**config.mk**
```make
export PLATFORM = sky130hd
export DESIGN_NAME = asp_cell
export DESIGN_NICKNAME = d
export VERILOG_FILES = /design/src/rtl/asp_pkg.sv /design/src/rtl/asp_cell.sv
export SDC_FILE = /design/constraint.sdc
export NUM_CORES = 1
export LEC_CHECK = 0
export ABC_AREA = 1
export BUFFER_PORTS_ARGS = -buffer_cell sky130_fd_sc_hd__buf_4
export CORE_MARGIN = 3
export CORE_UTILIZATION = 51
export CTS_BUF_LIST = sky130_fd_sc_hd__clkbuf_2 sky130_fd_sc_hd__clkbuf_4 sky130_fd_sc_hd__clkbuf_8
export DETAILED_ROUTE_END_ITERATION = 6
export PLACE_DENSITY = 0.88
export SYNTH_ARGS = -nofsm -noshare
export SYNTH_HDL_FRONTEND = slang
export SYNTH_SLANG_ARGS = --single-unit
export TNS_END_PERCENT = 100
```
**constraint.sdc**
```tcl
create_clock -name aclk -period 1.02 [get_ports aclk]
set_clock_uncertainty 0.05 [all_clocks]
set_input_delay 0.153 -clock aclk [delete_from_list [all_inputs] [get_ports aclk]]
set_output_delay 0.153 -clock aclk [all_outputs]
set_load 0.01 [all_outputs]
```
**src/rtl/asp_pkg.sv**
```systemverilog
`timescale 1ns / 1ps
// ----------------------------------------------------------------------------
// asp_pkg
// Shared types and constants for the affine state propagation block.
// ----------------------------------------------------------------------------
package asp_pkg;

    localparam int DATA_W = 32;
    localparam int FRAC_W = 16;

    localparam logic signed [DATA_W-1:0] Q_MAX = 32'sh7fffffff;
    localparam logic signed [DATA_W-1:0] Q_MIN = 32'sh80000000;

    localparam logic [1:0] ACT_LOAD_X0     = 2'd0;
    localparam logic [1:0] ACT_LOAD_B      = 2'd1;
    localparam logic [1:0] ACT_LOAD_A      = 2'd2;
    localparam logic [1:0] ACT_PROPAGATE   = 2'd3;

    typedef struct packed {
        logic x0_we;
        logic b_we;
        logic rotate;
        logic new_we;
        logic commit;
    } asp_cell_ctrl_t;

    typedef struct packed {
        logic valid;
        logic first;
        logic last;
    } asp_tag_t;

endpackage

```
**src/rtl/asp_cell.sv**
```systemverilog
`timescale 1ns / 1ps
// ----------------------------------------------------------------------------
// asp_cell
// One element of the state chain: running value, offset and next value.
// ----------------------------------------------------------------------------
module asp_cell
    import asp_pkg::*;
(
    input  logic                     aclk,
    input  logic                     aresetn,
    input  asp_cell_ctrl_t           ctrl,
    input  logic signed [DATA_W-1:0] wr_value,
    input  logic signed [DATA_W-1:0] shift_in,
    input  logic signed [DATA_W-1:0] new_value,
    output logic signed [DATA_W-1:0] cur_value,
    output logic signed [DATA_W-1:0] b_value
);

    logic signed [DATA_W-1:0] cur_reg;
    logic signed [DATA_W-1:0] cur_next;
    logic signed [DATA_W-1:0] b_reg;
    logic signed [DATA_W-1:0] new_reg;

    always_comb begin
        cur_next = cur_reg;
        if (ctrl.x0_we) begin
            cur_next = wr_value;
        end else if (ctrl.rotate) begin
            cur_next = shift_in;
        end else if (ctrl.commit) begin
            cur_next = new_reg;
        end
    end

    always_ff @(posedge aclk) begin
        if (!aresetn) begin
            cur_reg <= '0;
        end else begin
            cur_reg <= cur_next;
        end
    end

    always_ff @(posedge aclk) begin
        if (ctrl.b_we) begin
            b_reg <= wr_value;
        end
        if (ctrl.new_we) begin
            new_reg <= new_value;
        end
    end

    assign cur_value = cur_reg;
    assign b_value   = b_reg;

endmodule

```
==> results of run 1 <==
-- layout make-up --
cell class,count,area share (%)
Clock buffer,10,1.97
Clock inverter,6,1.31
Inverter,130,7.03
Multi-Input combinational cell,257,16.7
Sequential cell,96,37.3
Tap cell,105,1.88
Timing Repair Buffer,249,33.8
-- Yosys cell counts, drive strengths merged --
cell | count | area share (%)
inv | 130 | 11
nand2 | 128 | 11
clkbuf | 1 | 0.085
edfxtp | 64 | 44
a21oi | 64 | 7.3
nor2 | 1 | 0.46
buf | 29 | 4.6
nand3 | 64 | 7.3
dfxtp | 32 | 15
-- per-stage QoR --
stage | hold slack (ns) | total power, mW | std cells | setup slack (ns) | TNS (ns)
floorplan | 0.202 | 5.34 | 513 | 0.123 | 0
global placement | 0.281 | 6.15 | 767 | 0.0400 | 0
detailed placement | 0.282 | 6.21 | 767 | -0.0280 | -0.123
CTS | 0.0905 | 9.30 | 847 | -0.112 | -2.12
global route | 0.105 | 9.83 | 853 | -0.146 | -4.05
finish | 0.107 | 9.44 | 853 | -0.108 | -2.04
-- logic make-up after synthesis --
logic type | count (synthesis) | share of synthesized area (%)
simple gates | 193 | 18.7
flops | 96 | 58.2
buf+inv | 160 | 15.8
compound gates | 64 | 7.28
-- how the worst min path moves through the flow --
stage	end	slack, ns	cells after the start
2_1_floorplan	b_value[0]$_DFFE_PP_	0.20	0
3_3_place_gp	new_reg[1]$_DFFE_PP_	0.28	1
3_5_place_dp	new_reg[15]$_DFFE_PP_	0.28	1
4_1_cts	cur_value[3]$_SDFFE_PN0P_	0.09	5
5_1_grt	cur_value[8]$_SDFFE_PN0P_	0.10	5
6_report	cur_value[8]$_SDFFE_PN0P_	0.11	5
-- tightest hold or removal path, cell delays in order --
cell and delay [ns]:
buf_4 0.11, inv_1 0.04, nand2_1 0.04, nand3_1 0.07, a21oi_1 0.06
-- power groups by stage --
stage / logic, mW / clock network (mW) / registers [mW]
after global placement: 1.47 / 0 / 4.67
after detailed placement: 1.53 / 0 / 4.69
after floorplan: 0.573 / 0 / 4.77
after global routing: 2.09 / 3.04 / 4.69
after CTS: 1.82 / 2.83 / 4.65
final: 1.95 / 2.81 / 4.67
-- placed cells by master, fill, tap and decap left out --
cell,instances
a21oi_1,57
a21oi_2,7
buf_12,8
buf_4,117
buf_6,60
bufinv_16,2
clkbuf_8,10
clkinvlp_4,3
dfxtp_2,32
dlygate4sd3_1,63
dlymetal6s4s_1,1
edfxtp_1,64
inv_1,128
inv_2,1
inv_4,1
inv_6,1
nand2_1,128
nand3_1,64
nor2_8,1
-- timing repair --
| item | 4_1_cts | 5_1_grt |
|---|---|---|
| hold buffers | 64 | 0 |
| pin swaps | 0 | 1 |
| buffers inserted | 0 | 6 |
| resized for setup | 78 | 22 |
| endpoints found under the setup margin | 64 | 70 |
| endpoints found under the hold margin | 64 | 0 |
| gates cloned | 0 | 0 |
-- metal layers --
metal / routed length (um) / track usage, % / vias up
met2: 7790 / 52.1 / 268
met5: 0 / 0 / -
met1: 4850 / 30.3 / 2032
li1: - / - / 2038
met3: 1040 / 5.38 / 57
met4: 523 / 11.4 / 0
==> flow_metrics.tcl, run 1 <==
set metrics [dict create \
    yosys_warnings 0 \
    cts_tree "yes" \
    fin_area_um2 6980 \
    grt_setup_unrepaired "yes" \
    root_buffer "clkbuf_8" \
    ys_ff_latch 96 \
    r2r_setup_slack_ns 0.09 \
    min_path_type "primary input to flop" \
    syn_area_um2 4400 \
    min_from "shift_in[8]" \
    crit_buf_inv 1 \
    internal-power_mw 7.02 \
    ant_nets 0 \
    pwr-share-seq_pct 49.5 \
    end_kind "output pin" \
    critPathSlowestCell "edfxtp_1" \
    crit_start "b_value[21]$_DFFE_PP_" \
    io_pins 167 \
    clk_latency_ns 0.35 \
    tightestPinTransition_ns 0.409 \
    antenna_cells 0 \
    dp_hpwl_mm 8.40 \
    period_share_pct 111 \
    drive_gt1_share_pct 32.5 \
    power_density_nw_per_um2 1350 \
    route.detailed.drc 0 \
    initial_core_util_pct 53.0 \
    r2r_cells 5 \
    path_depth 1 \
    drv_slew 0 \
    vias 4395 \
    grt_max_degree 36 \
    p_sw_share_pct 25.6 \
    synth_nets 616 \
    wl_per_cell_um 16.6 \
    place.gp.congestion 0.873 \
    cp.arrival_ns 0.92 \
    path_clk_slew_ns 0.10 \
    outcome "finished with violations" \
    min_period_ns 1.13 \
    placedInstanceArea_um2 5770 \
    cp.required_ns 0.82 \
    areaGrowthSynthToFinish_pct 58.6 \
    max_freq_mhz 887 \
    grt_pass1_wl_mm 21.4 \
    rows 33 \
    fill_cells 411 \
    path_cells "buf_4" \
    core_area_um2 8300 \
    ctsHtreeMaxLevel 3 \
    cts_num_sinks 96 \
    slew-limit-headroom_pct 72.7 \
    grt.total_usage_pct 27.8 \
    cts-buffers-inserted 9 \
    worstSetupPathType "flop to output pin" \
    slowest_delay_ns 0.41 \
    multiInputGateArea_um2 1170 \
    fin_nets 846 \
    endpoint "b_value[21]" \
    grt-ovfl-total 0 \
    dieArea_um2 9780 \
    worst_slack_ns -0.108 \
    power_frac_comb_pct 20.7 \
    switching_power_mw 2.41 \
    seq_area_frac_synth_pct 58.2 \
    p_leak_nw 3.50 \
    finalSetupViolCount 35 \
    grt_pass1_vias 4457 \
    syn_area_per_cell_um2 8.58 \
    cp_max_fo 1 \
    clkPwrFrac_pct 29.8 \
    finalHoldViolations 0 \
    fp.dieH_um 98.9 \
    maxCapViolations 0 \
    wl_mm 14.2 \
    fin_util_pct 84.1 \
    firstDrtPassIters 7 \
    cp_top_family "flip-flops" \
    reg2reg_from "cur_value[17]$_SDFFE_PN0P_" \
    drt_iter0_markers 222 \
    critPathLaunchType "flop" \
    dieWidth_um 98.9 \
    routed_via_density 5.15 \
    vdd_drop_max_mv 1.02 \
    seq_area_um2 2600 \
    violations "setup timing" \
    ys_types 14 \
    antenna_found_initial 0 \
    synthCells 513 \
    reg2reg_to "cur_value[17]$_SDFFE_PN0P_" \
    clock_path_buffers 2 \
    port_buffers 166 \
]
Note: power is estimated with default switching activity, not from simulation.
==> inputs of run 2 (changes only) <==
- CORE_UTILIZATION: 51 -> 29
- PLACE_DENSITY: 0.88 -> 0.57
==> flow_metrics.tcl, run 2 (synthesis gave the netlist of run 1 again) <==
set metrics [dict create \
    drt_iter0_markers 215 \
    antenna_found_initial 0 \
    grt_pass1_vias 4044 \
    fill_cells 1353 \
    route.detailed.drc 0 \
    ctsHtreeMaxLevel 3 \
    grt_setup_unrepaired "yes" \
    cts_num_sinks 96 \
    drv_slew 0 \
    pre_cts_ws_ns -0.0255 \
    final_cell_mix "128 x nand2_1, 128 x inv_1, 117 x buf_4" \
    multiInputGateArea_um2 1140 \
    grt-ovfl-total 0 \
    power_density_nw_per_um2 1310 \
    grt_max_degree 38 \
    cts_tree "yes" \
    fin_setup_tns_ns -3.32 \
    finalSetupViolCount 64 \
    grt.total_usage_pct 15.0 \
    max_freq_mhz 846 \
    ant_nets 0 \
    slew-limit-headroom_pct 75.3 \
    power.total_mw 9.34 \
    r2r_setup_slack_ns 0.06 \
    finalHoldViolations 0 \
    fin_nets 853 \
    maxCapViolations 0 \
    reg2reg_from "cur_value[5]$_SDFFE_PN0P_" \
    min_path_type "primary input to flop" \
    wl_per_cell_um 13.6 \
    vias 4014 \
    io_pins 167 \
    end_kind "output pin" \
    wl_mm 12.8 \
    routed_via_density 4.27 \
    root_buffer "clkbuf_8" \
    hold_ws_ns 0.0167 \
    seq_area_um2 2600 \
    path_depth 1 \
    cts-buffers-inserted 9 \
    areaGrowthSynthToFinish_pct 62.3 \
    tightestPinTransition_ns 0.370 \
    cp_top_family "flip-flops" \
    cp.required_ns 0.82 \
    endpoint "b_value[27]" \
    slowest_delay_ns 0.45 \
    worstSetupPathType "flop to output pin" \
    fin_area_um2 7140 \
    r2r_cells 6 \
    fin_util_pct 48.6 \
    clock_path_buffers 2 \
    critPathLaunchType "flop" \
    drive_gt1_share_pct 31.9 \
    initial_core_util_pct 29.9 \
    min_period_ns 1.18 \
    antenna_cells 0 \
    crit_start "b_value[27]$_DFFE_PP_" \
    period_share_pct 116 \
    p_leak_nw 3.54 \
    crit_buf_inv 1 \
    vdd_drop_max_mv 0.644 \
    placed_cells 850 \
    reg2reg_to "cur_value[5]$_SDFFE_PN0P_" \
    placedInstanceArea_um2 5920 \
    fp.dieH_um 129 \
    stdcell_count 939 \
    clk_latency_ns 0.38 \
    firstDrtPassIters 4 \
    cp.arrival_ns 0.98 \
    violations "setup timing" \
    path_cells "buf_6" \
    port_buffers 166 \
    dp_hpwl_mm 9.23 \
    dieArea_um2 16700 \
    core_area_um2 14700 \
    dieWidth_um 129 \
    rows 44 \
    worst_slack_ns -0.163 \
    grt_pass1_wl_mm 19.5 \
    cp_max_fo 1 \
    critPathSlowestCell "edfxtp_1" \
    place.gp.congestion 0.800 \
    outcome "finished with violations" \
    path_clk_slew_ns 0.10 \
]
==> run 2: cell count changes in the layout (fill, tap and decap cells not counted), moves of 2 or more <==
cell	delta
clkinvlp_4	-2
buf_6	+3
a21oi_2	-7
dlygate4sd3_1	+2
a21oi_1	+7
clkinv_2	+3
buf_12	+2
==> run 2: layer usage <==
metal / global-route usage (%) / part of all wire (%) / vias to the layer above
met2: 25.4 / 49 / 123
met1: 17.5 / 42 / 1811
met5: 0 / 0 / -
met4: 6.36 / 2.3 / 0
met3: 4.78 / 6.7 / 22
li1: - / - / 2058
==> run 2: worst min-delay path by stage <==
| stage | start | to | slack [ns] | depth (start not counted) |
|---|---|---|---|---|
| final | ctrl[1] | new_reg[2]$_DFFE_PP_ | 0.02 | 1 |
| after global routing | ctrl[1] | new_reg[2]$_DFFE_PP_ | 0.008 | 1 |
| after CTS | ctrl[1] | new_reg[2]$_DFFE_PP_ | 0.001 | 1 |
| after detailed placement | new_value[31] | new_reg[31]$_DFFE_PP_ | 0.28 | 1 |
| after global placement | new_value[8] | new_reg[8]$_DFFE_PP_ | 0.28 | 1 |
| after floorplan | wr_value[0] | b_value[0]$_DFFE_PP_ | 0.20 | 0 |
==> run 2: area by class of cell <==
type / count / share of cell area [%]
flip-flops and latches: 96 / 36.5
repair buffers: 256 / 34.5
multi-input cells: 257 / 16.0
inverters: 130 / 6.87
well taps: 184 / 3.23
clock buffers: 9 / 1.74
clock inverters: 7 / 1.21
==> run 2: timing repair <==
action | CTS | global route
setup endpoints to repair | 64 | 92
buffers inserted | 3 | 4
resized for setup | 79 | 16
gates cloned | 0 | 1
hold endpoints to repair | 68 | 0
hold buffers | 65 | 0
==> run 2: report_power, final <==
part	internal, mW	total (mW)	switching [mW]	leakage [nW]
registers	4.50	4.65	0.153	0.902
logic	1.10	1.92	0.827	2.53
clock network	1.36	2.76	1.40	0.106
total	6.96	9.34	2.38	3.54
